<file path="config.mk">
export PLATFORM = sky130hd
export DESIGN_NAME = rbmc_front_flat
export DESIGN_NICKNAME = d
export VERILOG_FILES = /design/src/sv/rbmc_pkg.sv /design/src/sv/rbmc_in_if.sv /design/src/sv/rbmc_cfg_if.sv /design/src/sv/rbmc_front.sv /design/src/flat_wrapper.sv
export SDC_FILE = /design/constraint.sdc
export NUM_CORES = 2
export LEC_CHECK = 0
export ABC_AREA = 0
export ABC_CLOCK_PERIOD_IN_PS = 8400
export BUFFER_PORTS_ARGS = -buffer_cell sky130_fd_sc_hd__buf_2
export CORE_UTILIZATION = 30
export DETAILED_ROUTE_END_ITERATION = 7
export GPL_TIMING_DRIVEN = 0
export PLACE_DENSITY_LB_ADDON = 0.05
export SLEW_MARGIN = 15
export SYNTH_ARGS = -nofsm -noshare
export SYNTH_HDL_FRONTEND = slang
export SYNTH_SLANG_ARGS = --single-unit
</file>
<file path="constraint.sdc">
create_clock -name clk -period 8.4 [get_ports clk]
set_input_delay 0 -clock clk [delete_from_list [all_inputs] [get_ports clk]]
set_output_delay 0 -clock clk [all_outputs]
set_load 0.05 [all_outputs]
</file>
<file path="src/sv/rbmc_pkg.sv">
`default_nettype none

package rbmc_pkg;

  localparam int RANGE_SLOTS  = 8;
  localparam int BITMAP_BYTES = 4096;
  localparam int QUEUE_DEPTH  = 2;

  localparam int SLOT_W  = $clog2(RANGE_SLOTS);
  localparam int ADDR_W  = $clog2(BITMAP_BYTES);
  localparam int LEN_W   = ADDR_W + 1;
  localparam int WORD_W  = 32;
  localparam int ACT_W   = 4;
  localparam int FUNC_W  = 2;
  localparam int BYTE_W  = 8;
  localparam int BIT_W   = 3;
  localparam int QPTR_W  = $clog2(QUEUE_DEPTH);
  localparam int QCNT_W  = QPTR_W + 1;

  localparam logic [FUNC_W-1:0] FUNC_RANGE = 2'd0;
  localparam logic [FUNC_W-1:0] FUNC_BYTE  = 2'd1;
  localparam logic [FUNC_W-1:0] FUNC_CHECK = 2'd2;

  typedef enum logic [1:0] {
    OP_NONE,
    OP_WRITE,
    OP_READ
  } op_t;

  // One entry of the queue between the classifier and the bitmap side.
  typedef struct packed {
    op_t                op;
    logic [ADDR_W-1:0]  addr;
    logic [BYTE_W-1:0]  data;
    logic [BIT_W-1:0]   bit_sel;
  } cmd_t;

endpackage

`default_nettype wire

</file>
<file path="src/sv/rbmc_in_if.sv">
`default_nettype none

interface rbmc_in_if import rbmc_pkg::*; ();
  logic                valid;
  logic                ready;
  logic [FUNC_W-1:0]   func;
  logic [2:0]          range_slot;
  logic [WORD_W-1:0]   range_low;
  logic [WORD_W-1:0]   range_high;
  logic [11:0]         map_base;
  logic [12:0]         map_length;
  logic [11:0]         map_address;
  logic [BYTE_W-1:0]   map_byte;
  logic [WORD_W-1:0]   instruction_word;

  modport source (
    output valid, func, range_slot, range_low, range_high, map_base, map_length,
           map_address, map_byte, instruction_word,
    input  ready
  );
  modport sink (
    input  valid, func, range_slot, range_low, range_high, map_base, map_length,
           map_address, map_byte, instruction_word,
    output ready
  );
endinterface

`default_nettype wire

</file>
<file path="src/sv/rbmc_cfg_if.sv">
`default_nettype none

interface rbmc_cfg_if import rbmc_pkg::*; ();
  logic              valid;
  logic              ready;
  logic [ACT_W-1:0]  active_ranges;

  modport source (output valid, active_ranges, input ready);
  modport sink (input valid, active_ranges, output ready);
endinterface

`default_nettype wire

</file>
<file path="src/sv/rbmc_front.sv">
`default_nettype none

module rbmc_front import rbmc_pkg::*; (
  input  wire logic   clk,
  input  wire logic   rst_n,
  rbmc_in_if.sink     in_bus,
  rbmc_cfg_if.sink    cfg_bus,
  input  wire logic   q_full,
  output logic        q_push,
  output cmd_t        q_wdata
);

  logic [ACT_W-1:0]  active_r;
  logic [WORD_W-1:0] slot_low_r  [RANGE_SLOTS];
  logic [WORD_W-1:0] slot_high_r [RANGE_SLOTS];
  logic [ADDR_W-1:0] slot_base_r [RANGE_SLOTS];
  logic [LEN_W-1:0]  slot_len_r  [RANGE_SLOTS];

  logic                  accept;
  logic [RANGE_SLOTS-1:0] hit;
  logic [ADDR_W-1:0]     hit_addr [RANGE_SLOTS];
  logic [BIT_W-1:0]      hit_bit  [RANGE_SLOTS];
  logic [ADDR_W-1:0]     sel_addr;
  logic [BIT_W-1:0]      sel_bit;
  logic                  any_hit;

  assign cfg_bus.ready = 1'b1;
  assign in_bus.ready  = !q_full;
  assign accept        = in_bus.valid && !q_full;
  assign q_push        = accept;

  always_ff @(posedge clk) begin
    if (!rst_n) begin
      active_r <= '0;
    end else if (cfg_bus.valid) begin
      active_r <= cfg_bus.active_ranges;
    end
  end

  always_ff @(posedge clk) begin
    if (accept && in_bus.func == FUNC_RANGE) begin
      slot_low_r[in_bus.range_slot[SLOT_W-1:0]]  <= in_bus.range_low;
      slot_high_r[in_bus.range_slot[SLOT_W-1:0]] <= in_bus.range_high;
      slot_base_r[in_bus.range_slot[SLOT_W-1:0]] <= in_bus.map_base[ADDR_W-1:0];
      slot_len_r[in_bus.range_slot[SLOT_W-1:0]]  <= in_bus.map_length[LEN_W-1:0];
    end
  end

  // One comparator lane per slot; every lane works on the same word.
  always_comb begin
    logic [WORD_W-1:0] offset;
    for (int i = 0; i < RANGE_SLOTS; i++) begin
      offset      = in_bus.instruction_word - slot_low_r[i];
      hit[i]      = (32'(i) < 32'(active_r))
                    && (in_bus.instruction_word >= slot_low_r[i])
                    && (in_bus.instruction_word < slot_high_r[i])
                    && (offset[WORD_W-1:3] < (WORD_W-3)'(slot_len_r[i]));
      hit_addr[i] = slot_base_r[i] + offset[ADDR_W+2:3];
      hit_bit[i]  = offset[BIT_W-1:0];
    end
  end

  // The lowest slot that hits decides.
  always_comb begin
    sel_addr = '0;
    sel_bit  = '0;
    any_hit  = |hit;
    for (int i = RANGE_SLOTS - 1; i >= 0; i--) begin
      if (hit[i]) begin
        sel_addr = hit_addr[i];
        sel_bit  = hit_bit[i];
      end
    end
  end

  always_comb begin
    q_wdata.op      = OP_NONE;
    q_wdata.addr    = sel_addr;
    q_wdata.data    = in_bus.map_byte;
    q_wdata.bit_sel = sel_bit;
    unique case (in_bus.func)
      FUNC_BYTE: begin
        q_wdata.op   = OP_WRITE;
        q_wdata.addr = in_bus.map_address[ADDR_W-1:0];
      end
      FUNC_CHECK: begin
        q_wdata.op = any_hit ? OP_READ : OP_NONE;
      end
      default: begin
        q_wdata.op = OP_NONE;
      end
    endcase
  end

endmodule

`default_nettype wire

</file>
<file path="src/flat_wrapper.sv">
// flat-port wrapper written by rule: the top's interface ports become plain ports
module rbmc_front_flat import rbmc_pkg::*;
  (clk, rst_n, q_full, q_push, q_wdata, in_bus_valid, in_bus_func, in_bus_range_slot, in_bus_range_low, in_bus_range_high, in_bus_map_base, in_bus_map_length, in_bus_map_address, in_bus_map_byte, in_bus_instruction_word, in_bus_ready, cfg_bus_valid, cfg_bus_active_ranges, cfg_bus_ready);
  rbmc_in_if in_bus_i ();
  rbmc_cfg_if cfg_bus_i ();
  input  wire logic clk;
  input  wire logic rst_n;
  input  wire logic q_full;
  output logic q_push;
  output cmd_t q_wdata;
  input wire logic [$bits(in_bus_i.valid)-1:0] in_bus_valid;
  input wire logic [$bits(in_bus_i.func)-1:0] in_bus_func;
  input wire logic [$bits(in_bus_i.range_slot)-1:0] in_bus_range_slot;
  input wire logic [$bits(in_bus_i.range_low)-1:0] in_bus_range_low;
  input wire logic [$bits(in_bus_i.range_high)-1:0] in_bus_range_high;
  input wire logic [$bits(in_bus_i.map_base)-1:0] in_bus_map_base;
  input wire logic [$bits(in_bus_i.map_length)-1:0] in_bus_map_length;
  input wire logic [$bits(in_bus_i.map_address)-1:0] in_bus_map_address;
  input wire logic [$bits(in_bus_i.map_byte)-1:0] in_bus_map_byte;
  input wire logic [$bits(in_bus_i.instruction_word)-1:0] in_bus_instruction_word;
  output wire logic [$bits(in_bus_i.ready)-1:0] in_bus_ready;
  input wire logic [$bits(cfg_bus_i.valid)-1:0] cfg_bus_valid;
  input wire logic [$bits(cfg_bus_i.active_ranges)-1:0] cfg_bus_active_ranges;
  output wire logic [$bits(cfg_bus_i.ready)-1:0] cfg_bus_ready;
  assign in_bus_i.valid = in_bus_valid;
  assign in_bus_i.func = in_bus_func;
  assign in_bus_i.range_slot = in_bus_range_slot;
  assign in_bus_i.range_low = in_bus_range_low;
  assign in_bus_i.range_high = in_bus_range_high;
  assign in_bus_i.map_base = in_bus_map_base;
  assign in_bus_i.map_length = in_bus_map_length;
  assign in_bus_i.map_address = in_bus_map_address;
  assign in_bus_i.map_byte = in_bus_map_byte;
  assign in_bus_i.instruction_word = in_bus_instruction_word;
  assign in_bus_ready = in_bus_i.ready;
  assign cfg_bus_i.valid = cfg_bus_valid;
  assign cfg_bus_i.active_ranges = cfg_bus_active_ranges;
  assign cfg_bus_ready = cfg_bus_i.ready;
  rbmc_front u_core (.clk(clk), .rst_n(rst_n), .in_bus(in_bus_i), .cfg_bus(cfg_bus_i), .q_full(q_full), .q_push(q_push), .q_wdata(q_wdata));
endmodule
</file>
Yosys cells after proc, flatten, opt, wreduce, memory -nomap -nowiden
Memories as Yosys holds them, arrays and structs flattened.
Cells that the tools add are included.
{ "word_totals": {"ramBits": 712, "output_inout_bits": 28, "reg_bits": 4, "n_memories": 4} }
{ "mem_list": {"columns": ["name", "words", "width", "rd", "rd_ports_with_merged_regs", "wr", "line", "text"], "rows": [
  ["u_core.slot_high_r", 8, 32, 8, 0, 1, "rbmc_front.sv:15", "logic [WORD_W-1:0] slot_high_r [RANGE_SLOTS];"],
  ["u_core.slot_low_r", 8, 32, 8, 0, 1, "rbmc_front.sv:14", "logic [WORD_W-1:0] slot_low_r [RANGE_SLOTS];"],
  ["u_core.slot_len_r", 8, 13, 8, 0, 1, "rbmc_front.sv:17", "logic [LEN_W-1:0] slot_len_r [RANGE_SLOTS];"],
  ["u_core.slot_base_r", 8, 12, 8, 0, 1, "rbmc_front.sv:16", "logic [ADDR_W-1:0] slot_base_r [RANGE_SLOTS];"]
]} }
{ "classes": {"n_lt_le_gt_ge": 32, "n_addsub": 16, "n_reduce_logical": 29, "eq_ne": 2, "n_mux": 21} }
{ "op_table": {"columns": ["operator", "count"], "rows": [
  ["32-bit >= comparator", 8],
  ["32-bit less-than comparator", 8],
  ["32-bit subtractor", 8],
  ["29-bit by 13-bit less-than comparator with 1-bit output", 8],
  ["12-bit two-way mux", 9],
  ["12-bit adder", 8],
  ["1-bit logical AND", 26],
  ["3-bit two-way mux", 8],
  ["3-bit by 4-bit less-than comparator with 1-bit output, first input constant", 4],
  ["1-bit by 4-bit less-than comparator with 1-bit output, first input constant", 2],
  ["2-bit by 4-bit less-than comparator with 1-bit output, first input constant", 2],
  ["8-bit OR reduction", 1],
  ["2-bit one-hot mux with 2 select lines", 1],
  ["2-bit by 1-bit equality test with 1-bit output, second input constant", 1],
  ["2-bit equality test, second input constant", 1],
  ["2-bit logical NOT", 1],
  ["1-bit two-way mux", 2],
  ["2-bit two-way mux", 1],
  ["1-bit logical NOT", 1]
]} }

Logic depth before layout (Yosys ltp)
An unclocked memory read counts as a cell.
{ "depth": {"word_depth": 14, "mapped_depth": 28, "ltp_nobuf": 26} }

Worst setup path before layout
Ideal clock, no wire load.
{ "synth_path": {"kind": "input -> register", "startpoint": "input port in_bus_valid", "endpoint": "memory u_core.slot_base_r[0][0] in the netlist's numbering (enable)", "t_arrival_ns": 7.217, "setup_slack_ns": 0.536, "setup_time_ns": 0.647, "path_buffers": 0, "cell_stages": 4, "path_cell_list": "nor2b_1 > nor3b_1 > nand2b_1 > nor3_1"} }
{ "synth_via": {"elab_chain_len": 4} }
{ "synth_lines": {"columns": ["item", "line", "text"], "rows": [
  ["start: declaration", "flat_wrapper.sv:11", "input wire logic [$bits(in_bus_i.valid)-1:0] in_bus_valid;"],
  ["1-bit logical AND", "rbmc_front.sv:29", "assign accept = in_bus.valid && !q_full;"],
  ["1-bit logical AND", "rbmc_front.sv:41", "if (accept && in_bus.func == FUNC_RANGE) begin"],
  ["1-bit two-way mux", "rbmc_front.sv:41", null],
  ["1-bit two-way mux (not written as such)", "rbmc_front.sv:44", "slot_base_r[in_bus.range_slot[SLOT_W-1:0]] <= in_bus.map_base[ADDR_W-1:0];"],
  ["end: declaration", "rbmc_front.sv:16", null]
]} }
Every way passes these cells.

==> metrics.csv <==
metric,value,unit
status,"finished, final reports clean",
slowest_stage,or4b_1,
crit_fanout,7,
syn-cell-area,0.0516,mm²
cts_root_buf,clkbuf_16,
yosysSeqAreaShare,0.416,
synth_warnings,0,
synth_ff_type,edfxtp_1,
clock_sinks,716,
fmax,0.123,GHz
port_buffers,172,
async_flop_share,0,
cts_tree,done,
io_pins,183,
worstPathArrival,8.10,ns
slew_violations,0,
relSlewSlack,0.180,
crit_path_end_kind,output pin,
wl,212000,µm
final_layout_size_suffix_gt1_frac,0.0886,
skew,0,ns
synth_common_cells,"713 x inv_1, 712 x edfxtp_1, 688 x ha_1, 441 x a21oi_1, 314 x nand2_1",
start_util,0.303,
synth_nets,6068,
drt.antenna.violating_nets,0,
hold_depth,4,
critPathKind,flip-flop to output pin,
yosysTopAreaCellShare,0.415,
dp_hpwl,166000,µm
power_density,167,mW/mm²
placed_area,0.0561,mm²
die_y,417,µm
yosys-top-cells-area,"edfxtp_1 41%, ha_1 17%, inv_1 5.2%",
syn_to_final_growth,17.5,%
num-nets-final,6500,
vias_per_cell,5.29,
ir_drop,0.000166,V
core-area,0.170,mm²
grt_usage,0.239,
clk_path_buf_depth,3,
clk-insertion-delay-late,0.72,ns
grt_max_degree,27,
synth_edf_count,712,
min_period_over_period,0.964,
rsz0062_at_grt,no,
synth.most_common_cell,inv_1,
yosysTopAreaCell,edfxtp_1,
netlist_instances,5209,
critPathLaunchType,flip-flop,
p_leak,25.3,nW
rows,151,
postLayoutCellArea,0.0606,mm²
postSynthAreaPerCell,9.90,µm²
overflow,0,
drv_cap,0,
dr.pass1.iters,6,
hold_class,primary input to flip-flop,
max_stage_delay,0.73,ns
finalHoldViolCount,0,
num_vias,42100,
worstRegToRegCells,3,
worstPathRequired,8.40,ns
fin_crit,8.10,ns
synth_cell_types,95,
synth_seq_cells,716,
wl_per_cell,26.6,µm
drcViolationCount,0,
cts_buffers,96,
grt_first_pass_wirelength,296000,µm
grt_pass1_vias,41300,
drt-initial-drc-count,2873,
die_w,417,µm
clk_pin_slew_worst_paths,0.07,ns
worst_path_most_repeated_cell,a211oi_1,
worst_pin_slew,1.22,ns
setup_violations,0,
antenna_found_initial,35,
htreeDepth,3,
power,10.1,mW
dieArea,0.174,mm²
gp_congestion,0.924,
-- flip-flops by register name, summed over array words and instances (netlist names) --
| register | flops |
|---|---|
| u_core.slot_high_r | 256 |
| u_core.slot_low_r | 256 |
| u_core.slot_len_r | 104 |
| u_core.slot_base_r | 96 |
| u_core.active_r | 4 |
-- timing repair --
| action | 4_1_cts | 5_1_grt |
|---|---|---|
| pin swaps | 2 | 1 |
| setup endpoints to repair | 16 | 14 |
| gates resized for setup | 19 | 10 |
| endpoints found under the hold margin | 851 | 0 |
| hold buffers | 102 | 0 |
| buffers inserted | 3 | 1 |
-- worst max-delay path, delay by kind of cell, from the launching register on --
family	cells	cell delay, ns
AO/OA/AOI/OAI	13	3.82
flip-flops	1	0.36
adder cells (fa/ha/maj)	2	0.49
buffers and inverters	3	0.49
AND/OR/NAND/NOR	7	2.05
XOR/XNOR	1	0.14
-- area by class of cell --
cell class,instances,area (µm²)
fillers,17300,109000
multi-input cells,3668,27200
flip-flops and latches,716,21500
well taps,2218,2780
repair buffers,334,2710
inverters,714,2680
clock buffers,113,2510
clock inverters,66,704
plain buffers,111,488
diodes,11,27.5
-- metal layers --
metal	global-route usage	share of wire	vias up
met1	0.310	0.44	20600
met4	0.0865	0.040	2
met5	0	0.000057	-
met2	0.409	0.48	1059
met3	0.0264	0.044	279
li1	-	-	20200
-- power breakdown --
group          total (mW)  switching [mW]  leakage [nW]  internal (mW)
Clock                4.30            1.77          1.58           2.54
Combinational        1.83            1.20          17.3          0.629
Sequential           3.96         0.00823          6.44           3.95
Total                10.1            2.97          25.3           7.12
-- layout by cell type, fill, tap and decap left out, types with 103 or more instances in the layout --
cell	synthesis	routed
a21o_1	127	127
a21oi_1	441	440
buf_2	18	192
edfxtp_1	712	712
ha_1	688	688
inv_1	713	713
nand2_1	314	314
nand3_1	117	117
nand4_1	122	122
nor2_1	288	280
nor3_1	107	103
o21ai_0	255	249
xnor2_1	146	145
-- stage by stage --
| step | setup slack, ns | util | instances | TNS (ns) | hold slack (ns) |
|---|---|---|---|---|---|
| after floorplan | 0.536 | - | 5209 | 0 | 0.0989 |
| after global routing | 0.00430 | 0.356 | 7940 | 0 | 0.0707 |
| after detailed placement | -0.531 | 0.330 | 7655 | -3.96 | 0.253 |
| after CTS | 0.0338 | 0.356 | 7939 | 0 | 0.00878 |
| final | 0.301 | 0.356 | 7951 | 0 | 0.0487 |
| after global placement | -5.58 | 0.325 | 7599 | -1099.78 | 0.257 |
-- final timing paths --
path / from / end / slack, ns
worst max-delay path: u_core.slot_low_r[2][6] / q_wdata[22] / 0.30
worst min-delay path: in_bus_func[0] / u_core.slot_low_r[6][0] / 0.05
worst max register to register: u_core.active_r[3] / u_core.active_r[3] / 6.97
worst min register to register: u_core.active_r[0] / u_core.active_r[0] / 1.16
-- kinds of logic after synthesis --
family,Yosys count,share of synthesized area
multiplexers,41,0.00842
AND/OR/NAND/NOR,1295,0.127
adder cells (fa/ha/maj),704,0.173
flip-flops,716,0.416
XOR/XNOR,226,0.0384
AO/OA/AOI/OAI,1401,0.176
other,1,0.0000727
buffers and inverters,825,0.0614
Power figures use the tool's default switching activity.
