===== src/sv/rbmc_pkg.sv =====
`default_nettype none

package rbmc_pkg;

  localparam int RANGE_SLOTS  = 8;
  localparam int BITMAP_BYTES = 4096;
  localparam int QUEUE_DEPTH  = 2;

  localparam int SLOT_W  = $clog2(RANGE_SLOTS);
  localparam int ADDR_W  = $clog2(BITMAP_BYTES);
  localparam int LEN_W   = ADDR_W + 1;
  localparam int WORD_W  = 32;
  localparam int ACT_W   = 4;
  localparam int FUNC_W  = 2;
  localparam int BYTE_W  = 8;
  localparam int BIT_W   = 3;
  localparam int QPTR_W  = $clog2(QUEUE_DEPTH);
  localparam int QCNT_W  = QPTR_W + 1;

  localparam logic [FUNC_W-1:0] FUNC_RANGE = 2'd0;
  localparam logic [FUNC_W-1:0] FUNC_BYTE  = 2'd1;
  localparam logic [FUNC_W-1:0] FUNC_CHECK = 2'd2;

  typedef enum logic [1:0] {
    OP_NONE,
    OP_WRITE,
    OP_READ
  } op_t;

  // One entry of the queue between the classifier and the bitmap side.
  typedef struct packed {
    op_t                op;
    logic [ADDR_W-1:0]  addr;
    logic [BYTE_W-1:0]  data;
    logic [BIT_W-1:0]   bit_sel;
  } cmd_t;

endpackage

`default_nettype wire


===== src/sv/rbmc_queue.sv =====
`default_nettype none

module rbmc_queue import rbmc_pkg::*; (
  input  wire logic  clk,
  input  wire logic  rst_n,
  input  wire logic  push,
  input  wire cmd_t  wdata,
  input  wire logic  pop,
  output logic       full,
  output logic       empty,
  output cmd_t       head
);

  cmd_t              entry_r [QUEUE_DEPTH];
  logic [QPTR_W-1:0] wr_ptr_r;
  logic [QPTR_W-1:0] rd_ptr_r;
  logic [QCNT_W-1:0] count_r;

  assign full  = (count_r == QCNT_W'(QUEUE_DEPTH));
  assign empty = (count_r == '0);
  assign head  = entry_r[rd_ptr_r];

  always_ff @(posedge clk) begin
    if (!rst_n) begin
      wr_ptr_r <= '0;
      rd_ptr_r <= '0;
      count_r  <= '0;
    end else begin
      if (push) begin
        wr_ptr_r <= (wr_ptr_r == QPTR_W'(QUEUE_DEPTH - 1)) ? '0 : wr_ptr_r + 1'b1;
      end
      if (pop) begin
        rd_ptr_r <= (rd_ptr_r == QPTR_W'(QUEUE_DEPTH - 1)) ? '0 : rd_ptr_r + 1'b1;
      end
      if (push && !pop) begin
        count_r <= count_r + 1'b1;
      end else if (pop && !push) begin
        count_r <= count_r - 1'b1;
      end
    end
  end

  always_ff @(posedge clk) begin
    if (push) begin
      entry_r[wr_ptr_r] <= wdata;
    end
  end

endmodule

`default_nettype wire


===== config.mk =====
export PLATFORM = sky130hd
export DESIGN_NAME = rbmc_queue
export DESIGN_NICKNAME = d
export VERILOG_FILES = /design/src/sv/rbmc_pkg.sv /design/src/sv/rbmc_queue.sv
export SDC_FILE = /design/constraint.sdc
export NUM_CORES = 1
export LEC_CHECK = 0
export CORE_MARGIN = 2
export CORE_UTILIZATION = 35
export CTS_BUF_LIST = sky130_fd_sc_hd__clkbuf_8
export CTS_CLUSTER_DIAMETER = 40
export DETAILED_ROUTE_END_ITERATION = 7
export DONT_BUFFER_PORTS = 1
export HOLD_SLACK_MARGIN = 0.1
export PLACE_DENSITY_LB_ADDON = 0.12
export SKIP_CTS_REPAIR_TIMING = 1
export SLEW_MARGIN = 20
export SYNTH_ARGS = -nofsm -noshare
export SYNTH_HDL_FRONTEND = slang
export SYNTH_SLANG_ARGS = --single-unit
export TNS_END_PERCENT = 1

===== constraint.sdc =====
create_clock -name clk -period 1.95 [get_ports clk]
set_input_delay 0.2925 -clock clk [delete_from_list [all_inputs] [get_ports clk]]
set_output_delay 0.2925 -clock clk [all_outputs]
set_load 0.03 [all_outputs]

* After elaboration in Yosys (flattened, before gate mapping)
Memories as Yosys holds them, arrays and structs flattened. A register that Yosys moved wholly into a read port is not among the register bits.
Cells that the tools add are included.
** Word-level totals
- Word-level logic and storage cells :: 23
- Bits of input ports :: 29
- Memories kept :: 1
- Output and inout bits :: 27
- Register bits :: 4
- RAM bits :: 50
** Cells by class
- $add $sub $neg :: 4
- Equal/unequal tests :: 1
- Reductions and logical operators :: 6
- Multiplexer cells :: 8
** Memory list
- entry_r :: words 2, bits a word 25, rd ports 1, clocked after Yosys merged registers in 1, write ports 1, RTL line rbmc_queue.sv:14 : cmd_t entry_r [QUEUE_DEPTH];
** Operators with widths (count)
- 1-bit two-way mux :: 6
- 2-bit two-way mux :: 2
- 1-bit adder, second input constant :: 2
- 2-bit by 1-bit adder with 2-bit output, second input constant :: 1
- 2-bit equality test, second input constant :: 1
- 1-bit logical AND :: 2
- 1-bit logical NOT :: 2
- 2-bit logical NOT :: 1
- 2-bit nonzero test :: 1
- 2-bit by 1-bit subtractor with 2-bit output, second input constant :: 1

* Logic depth before layout (Yosys ltp)
Gate-level depths: netlist of the first run.
- Depth after elaboration :: 4
- Mapped depth :: 5
- Depth with buffers taken out :: 5

* Least setup slack after synthesis of the first run
No wires, ideal clock.
- Kind :: input to register
- From :: in push
- To :: mem entry_r[0][0] (netlist bit), enable pin
- Cell stages on the path :: 1
- Path buffers :: 0
- Path slack :: 0.067 ns
- Arrival :: 1.472 ns
- Required time :: 1.539 ns
- Cells stage by stage :: nor2b_1
** Between the ends
- Longest elaborated chain between the ends :: 2
** RTL lines
- start: declaration :: RTL line rbmc_queue.sv:6 : input wire logic push,
- 1-bit two-way mux :: RTL line rbmc_queue.sv:44 : if (push) begin
- 1-bit two-way mux (not written as such) :: RTL line rbmc_queue.sv:45 : entry_r[wr_ptr_r] <= wdata;
- end: declaration :: RTL line rbmc_queue.sv:14
Every way passes these cells.

==> reports/results.md, run 1 <==
| Step | Item | This run |
| --- | --- | --- |
| clocking | Number of clock sinks | 55 |
| critical path | Peak fanout along the critical path | 13 |
| hold path | HP Class | in -> reg |
| logic synthesis | Cell area after technology mapping | 0.002022 mm^2 |
| global routing | Grt total ovfl | 0 |
| sta | Highest clock rate | 625.9 MHz |
| routing | Avg WL per Cell | 15.32 um |
| clocking | Clock transition at the register clock pins on the worst setup and hold paths after CTS | 0.09 ns |
| critical path | Required time of the critical path | 1.66 ns |
| global routing | Global Route met1 Usage | 9.919% |
| sta | Post-route fraction of the period consumed by the critical path | 81.93% |
| logic synthesis | Dominant cell by count in the synthesized netlist | sky130_fd_sc_hd__edfxtp_1 |
| run status | Run status | finished, final reports clean |
| critical path | Endpoint of the worst-slack reg-to-reg timing path | count_r[1]$_SDFFE_PN0P_ |
| logic synthesis | Count of flip-flops with a built-in enable after synthesis | 50 |
| logic synthesis | Synthesized area per cell | 20.22 um^2 |
| clocking | Clock tree from TritonCTS | done |
| global routing | Number of global-route vias before repair | 924 |
| critical path | Register-to-Register Setup Slack | 0.89 ns |
| global routing | First-pass GRT wire length | 4602 um |
| final layout | Final core utilization | 44.83% |
| power | Total power divided by cell area | 926.3 mW/mm^2 |
| die | Die H | 80.01 um |
| clocking | Clock root buffer | sky130_fd_sc_hd__clkbuf_8 |
| clocking | H-Tree Level Count | 2 |
| sta | RSZ-0062 raised after global routing | false |
| run | Max-cap viol count | 0 |
| sta | Worst slew margin | 63.39% |
| logic synthesis | Proportion of synthesized chip area in sequential cells | 79.21% |
| routing | Initial detailed-routing violation count | 31 |
| logic synthesis | Yosys warns | 0 |
| sta | Worst hold margin | 0.1153 ns |
| power | Leak | 0.8410 nW |
| clocking | Longest Clk Path Bufs | 2 |
| global routing | Number of antenna violations at the first check in global routing | 0 |
| die | Floorplan die width | 80.01 um |
| placed design | Final HPWL DP | 2178 um |
| power | Maximum VDD drop | 0.4224 mV |
| power | Design Power | 0.002301 W |
| sta | Final-report hold violation count | 0 |
| critical path | Setup crit end | head[23] |
| logic synthesis | Post-synthesis instance total | 100 |
| sta | Setup violators final | 0 |
| critical path | Worst flop-to-flop path startpoint | count_r[0]$_SDFFE_PN0P_ |
| logic synthesis | Register bit count reported by yosys | 55 |
| routing | Total via count after detailed routing | 966 |
| logic synthesis | Post-synth top area share | 74.26% |
| sta | Worst-Margin Slew | 0.5471 ns |
| global routing | Met2 capacity usage during global routing | 17.50% |
| global routing | Global routing usage on met3 | 4.638% |
| final layout | P&R area growth vs syn | 22.83% |
| placed design | Global placement routability congestion | 0.6725 |
| placed design | Number of input and output port buffers inserted | 0 |
| logic synthesis | Most frequently used flop master after synthesis | sky130_fd_sc_hd__edfxtp_1 |
| critical path | Crit end category | output port |
| critical path | Data arrival time of the critical path | 1.31 ns |
| logic synthesis | Area contributors post-synth | sky130_fd_sc_hd__edfxtp_1, sky130_fd_sc_hd__mux2_2, sky130_fd_sc_hd__dfxtp_1 |
| final layout | Final Net Count | 166 |
| routing | First-pass detailed-route iteration total | 3 |
| sta | Final TNS setup | 0 ns |
| die | Area of the die | 0.006401 mm^2 |
| global routing | Maximum number of pins on one net before global-route repair | 17 |
| die | Total number of placement rows | 27 |
| sta | Worst clock skew | 0.005499 ns |
| logic synthesis | Synth cell types | 17 |
| die | Std-Cell Core Area | 0.005540 mm^2 |
| logic synthesis | Synth top cells by count | sky130_fd_sc_hd__edfxtp_1, sky130_fd_sc_hd__mux2_2, sky130_fd_sc_hd__dfxtp_1 |
| logic synthesis | Share of synthesized flip-flops with an asynchronous set or reset | 0% |
| final layout | Share of cells above drive strength 1 | 28.47% |
| die | Starting density of the core | 36.50% |
| critical path | R2R cell count | 3 |
| die | I/O pin count | 56 |
| routing | Final antenna-violating net count | 0 |
| sta | Post-layout minimum cycle time | 1.598 ns |
| critical path | Critical path type | reg -> out |
| global routing | GRT busiest layer | met2 |
| clocking | Worst-skew pair later-pin latency | 0.30 ns |
| logic synthesis | Most area-hungry cell type in the Yosys netlist | sky130_fd_sc_hd__edfxtp_1 |
| critical path | Startpoint types | register |
| routing | Vias per cell | 4.622 |
| routing | DRC Markers | 0 |
| sta | Count of pins over their slew limit | 0 |
| global routing | All-Layer GR Usage | 10.04% |
| routing | Total routed wirelength | 3202 um |
| clocking | Clock buffer count from CTS | 5 |
| logic synthesis | Post-Synthesis Net Count | 130 |
| final layout | Count of inserted antenna diode cells | 0 |
-- area by class of cell --
type,count,area (um^2)
timing repair buffer,32,305.3
sequential,55,1602
multi-input combinational,41,399.1
clock inverter,3,15.01
fill,519,3057
tap,72,90.09
inverter,1,3.754
clock buffer,5,68.82
-- registers in the layout, indices dropped and copies added, names as in the netlist, named ones only --
name      flops
count_r       2
rd_ptr_r      1
wr_ptr_r      1
entry_r      50
-- where the power goes --
part           switching (W)  leakage (nW)  internal, W
Sequential         0.0000200         0.511      0.00136
Combinational       0.000220         0.291     0.000126
Clock               0.000335        0.0392     0.000244
Total               0.000575         0.841      0.00173
-- through the flow --
stage / cells / area [um^2] / worst slack (ns)
floorplan: 100 / 2022 / 0.06685
detailed placement: 175 / 2140 / 0.6608
global route: 209 / 2484 / 0.2581
global placement: 175 / 2140 / 0.6661
finish: 209 / 2484 / 0.3524
CTS: 183 / 2223 / 0.3191
-- worst max-delay path, stage by stage (launching register included) --
cell and delay [ns]:
sky130_fd_sc_hd__dfxtp_1 0.33, sky130_fd_sc_hd__buf_4 0.22, sky130_fd_sc_hd__mux2_2 0.45
-- metal layers --
layer  wire length [um]  share of wire [%]  vias up
met5                  0                  0        -
li1                   -                  -      450
met3                188                5.9        7
met2               1646                 51       32
met4                 62                1.9        0
met1               1304                 41      477
-- logic make-up (layout without fill, tap and decap cells) --
family | count (synthesis) | count (layout) | synth area share [%]
AOI/OAI and AO/OA | 3 | 3 | 0.9901
muxes | 25 | 25 | 13.92
buffers and inverters | 4 | 41 | 1.175
adders and majority gates | 1 | 1 | 0.6187
DFF | 55 | 55 | 79.21
xor gates and xnor gates | 3 | 3 | 1.300
and+or+nand+nor | 9 | 9 | 2.784
-- placed cells by master, fill, tap and decap left out, drive strengths merged --
master,Yosys,layout
xor2,2,2
inv,1,1
mux2,25,25
o21ai,1,1
edfxtp,50,50
ha,1,1
nor2,1,1
dlygate4sd3,0,26
clkinv,0,2
nor2b,2,2
o21a,1,1
and2b,1,1
or3,1,1
a21boi,1,1
clkinvlp,0,1
and2,4,4
xnor2,1,1
buf,3,6
dfxtp,5,5
clkbuf,0,5
-- worst min path at each step --
stage                   from                       to  slack (ns)  cells past startpoint
floorplan           wdata[0]  entry_r[0][0]$_DFFE_PP_        0.39                      0
global placement    wdata[9]  entry_r[0][9]$_DFFE_PP_        0.39                      0
detailed placement  wdata[8]  entry_r[1][8]$_DFFE_PP_        0.39                      0
CTS                 wdata[0]  entry_r[1][0]$_DFFE_PP_        0.07                      0
global route           rst_n                 register        0.11                      1
finish                 rst_n                 register        0.12                      1
(Power assumes the default switching activity.)
==> run 2, diff against run 1 <==
==> constraint.sdc (replaced) <==
create_clock -name clk -period 1.6 [get_ports clk]
set_input_delay 0.24 -clock clk [delete_from_list [all_inputs] [get_ports clk]]
set_output_delay 0.24 -clock clk [all_outputs]
set_load 0.03 [all_outputs]
==> run 2 against run 1 <==
Effect of this change:
- worst setup slack got worse by 0.33 ns
- die area unchanged
- critical path depth unchanged
- global-route usage about the same
- highest routed layer unchanged
- via count decreased by 2.2%
- non-clock buffer count unchanged
==> reports/results.md, run 2 (synthesized netlist as in run 1, its figures left out) <==
| Step | Item | This run |
| --- | --- | --- |
| run status | Run status | finished, final reports clean |
| placed design | Placed instance area | 0.002140 mm^2 |
| clocking | Clock transition at the register clock pins on the worst setup and hold paths after CTS | 0.10 ns |
| sta | Worst-Margin Slew | 0.5351 ns |
| routing | Avg WL per Cell | 15.21 um |
| global routing | All-Layer GR Usage | 10.03% |
| routing | Total routed wirelength | 3179 um |
| clocking | H-Tree Level Count | 2 |
| critical path | Critical Path Slowest Stage Cell | sky130_fd_sc_hd__mux2_2 |
| final layout | Final Net Count | 166 |
| power | Share of total power in sequential cells | 58.8% |
| power | Internal power | 0.002119 W |
| power | Design Power | 0.002852 W |
| placed design | Global placement routability congestion | 0.5945 |
| power | Total power divided by cell area | 1144 mW/mm^2 |
| die | Die H | 80.01 um |
| clocking | Clock root buffer | sky130_fd_sc_hd__clkbuf_8 |
| placed design | Number of input and output port buffers inserted | 0 |
| power | Proportion of power drawn by combinational gates | 14.7% |
| die | Std-Cell Core Area | 0.005540 mm^2 |
| final layout | Non-Filler Cell Area, Final | 0.002494 mm^2 |
| die | Total number of placement rows | 27 |
| hold path | HP Class | in -> reg |
| sta | Worst hold margin | 0.1491 ns |
| power | Clock group share of total power | 26.5% |
| placed design | Final HPWL DP | 2165 um |
| sta | Count of pins over their slew limit | 0 |
| clocking | Number of clock sinks | 55 |
| routing | Initial detailed-routing violation count | 28 |
| die | Floorplan die width | 80.01 um |
| clocking | Worst-skew pair later-pin latency | 0.30 ns |
| critical path | Required time of the critical path | 1.36 ns |
| critical path | Critical path cell sequence | buf_4 > mux2_2 |
| run | Max-cap viol count | 0 |
| final layout | Commonest cells after routing, fill and taps aside | sky130_fd_sc_hd__edfxtp_1, sky130_fd_sc_hd__dlygate4sd3_1, sky130_fd_sc_hd__mux2_2 |
| clocking | Clock tree from TritonCTS | done |
| power | Net switching component of the power | 0.0007329 W |
| routing | Vias per cell | 4.522 |
| final layout | Top flop regs | entry_r x50, count_r x2 |
| routing | Total via count after detailed routing | 945 |
| power | Maximum VDD drop | 0.4920 mV |
| critical path | Combined buffer and inverter count along the critical path | 1 |
| critical path | Largest stage delay, worst path | 0.45 ns |
| final layout | Largest reg by FF count | entry_r |
| sta | Post-route fraction of the period consumed by the critical path | 98.36% |
| sta | Worst clock skew | 0.004692 ns |
| clocking | Longest Clk Path Bufs | 2 |
| global routing | Maximum number of pins on one net before global-route repair | 19 |
| critical path | Critical path type | reg -> out |
| power | Switching part of the total | 25.70% |
| global routing | Number of global-route vias before repair | 954 |
| critical path | Data arrival time of the critical path | 1.33 ns |
| global routing | Number of antenna violations at the first check in global routing | 0 |
| global routing | Grt total ovfl | 0 |
| die | I/O pin count | 56 |
| critical path | Cell class contributing the biggest share of worst-path delay | multiplexers |
| final layout | Final core utilization | 45.01% |
| final layout | Share of cells above drive strength 1 | 29.93% |
| final layout | Max FFs per register | 50 |
| global routing | First-pass GRT wire length | 4671 um |
| critical path | Startpoint types | register |
| power | Leak | 0.8461 nW |
| routing | DRC Markers | 0 |
| final layout | Commonest non-fill, non-tap cell in the layout | sky130_fd_sc_hd__edfxtp_1 |
| critical path | Crit end category | output port |
| final layout | Count of inserted antenna diode cells | 0 |
| routing | First-pass detailed-route iteration total | 4 |
| sta | Setup violators final | 0 |
| critical path | Peak fanout along the critical path | 14 |
| routing | Final antenna-violating net count | 0 |
| sta | Final-report hold violation count | 0 |
| sta | Worst slew margin | 64.19% |
| die | Area of the die | 0.006401 mm^2 |
| final layout | P&R area growth vs syn | 23.33% |
| sta | Post-layout minimum cycle time | 1.574 ns |
| sta | RSZ-0062 raised after global routing | true |
| clocking | Clock buffer count from CTS | 5 |
| die | Starting density of the core | 36.50% |
| sta | Highest clock rate | 635.4 MHz |
-- run 2: final cells by class --
cell class                 instances  area [um^2]
clock inverter                     3        25.02
inverter                           1        3.754
multi-input combinational         41        399.1
timing repair buffer              32        305.3
clock buffer                       5        68.82
fill                             506         3047
sequential                        55         1602
tap                               72        90.09
-- run 2: path summary, 6_finish.rpt --
path,from,endpoint,slack (ns),cells past startpoint
worst max-delay path,register,head[3],0.03,2
worst min-delay path,push,wr_ptr_r$_SDFFE_PN0P_,0.15,2
worst max register to register,count_r[0]$_SDFFE_PN0P_,count_r[1]$_SDFFE_PN0P_,0.53,3
worst min register to register,count_r[1]$_SDFFE_PN0P_,count_r[1]$_SDFFE_PN0P_,0.55,2
-- run 2: routing by layer --
| layer | wire length [um] | GRT usage (%) | share of wire, % | vias to the layer above |
|---|---|---|---|---|
| met5 | 0 | 0 | 0 | - |
| li1 | - | - | - | 449 |
| met3 | 157 | 4.186 | 4.9 | 2 |
| met2 | 1742 | 17.50 | 55 | 26 |
| met4 | 15 | 3.559 | 0.47 | 0 |
| met1 | 1264 | 10.88 | 40 | 468 |
-- run 2: power by group through the flow --
stage	logic [W]	registers, W	clock network, W
floorplan	0.000322	0.00170	0
global placement	0.000363	0.00171	0
detailed placement	0.000366	0.00171	0
CTS	0.000367	0.00168	0.000782
global route	0.000449	0.00169	0.000840
finish	0.000420	0.00168	0.000756
-- run 2: stage by stage --
stage	worst slack, ns	setup TNS, ns	cells
6_report	0.02622	0	209
5_1_grt	-0.02705	-0.3033	209
4_1_cts	-0.0003550	-0.0003550	183
3_5_place_dp	0.3462	0	175
3_3_place_gp	0.3730	0	175
2_1_floorplan	0.1949	0	100
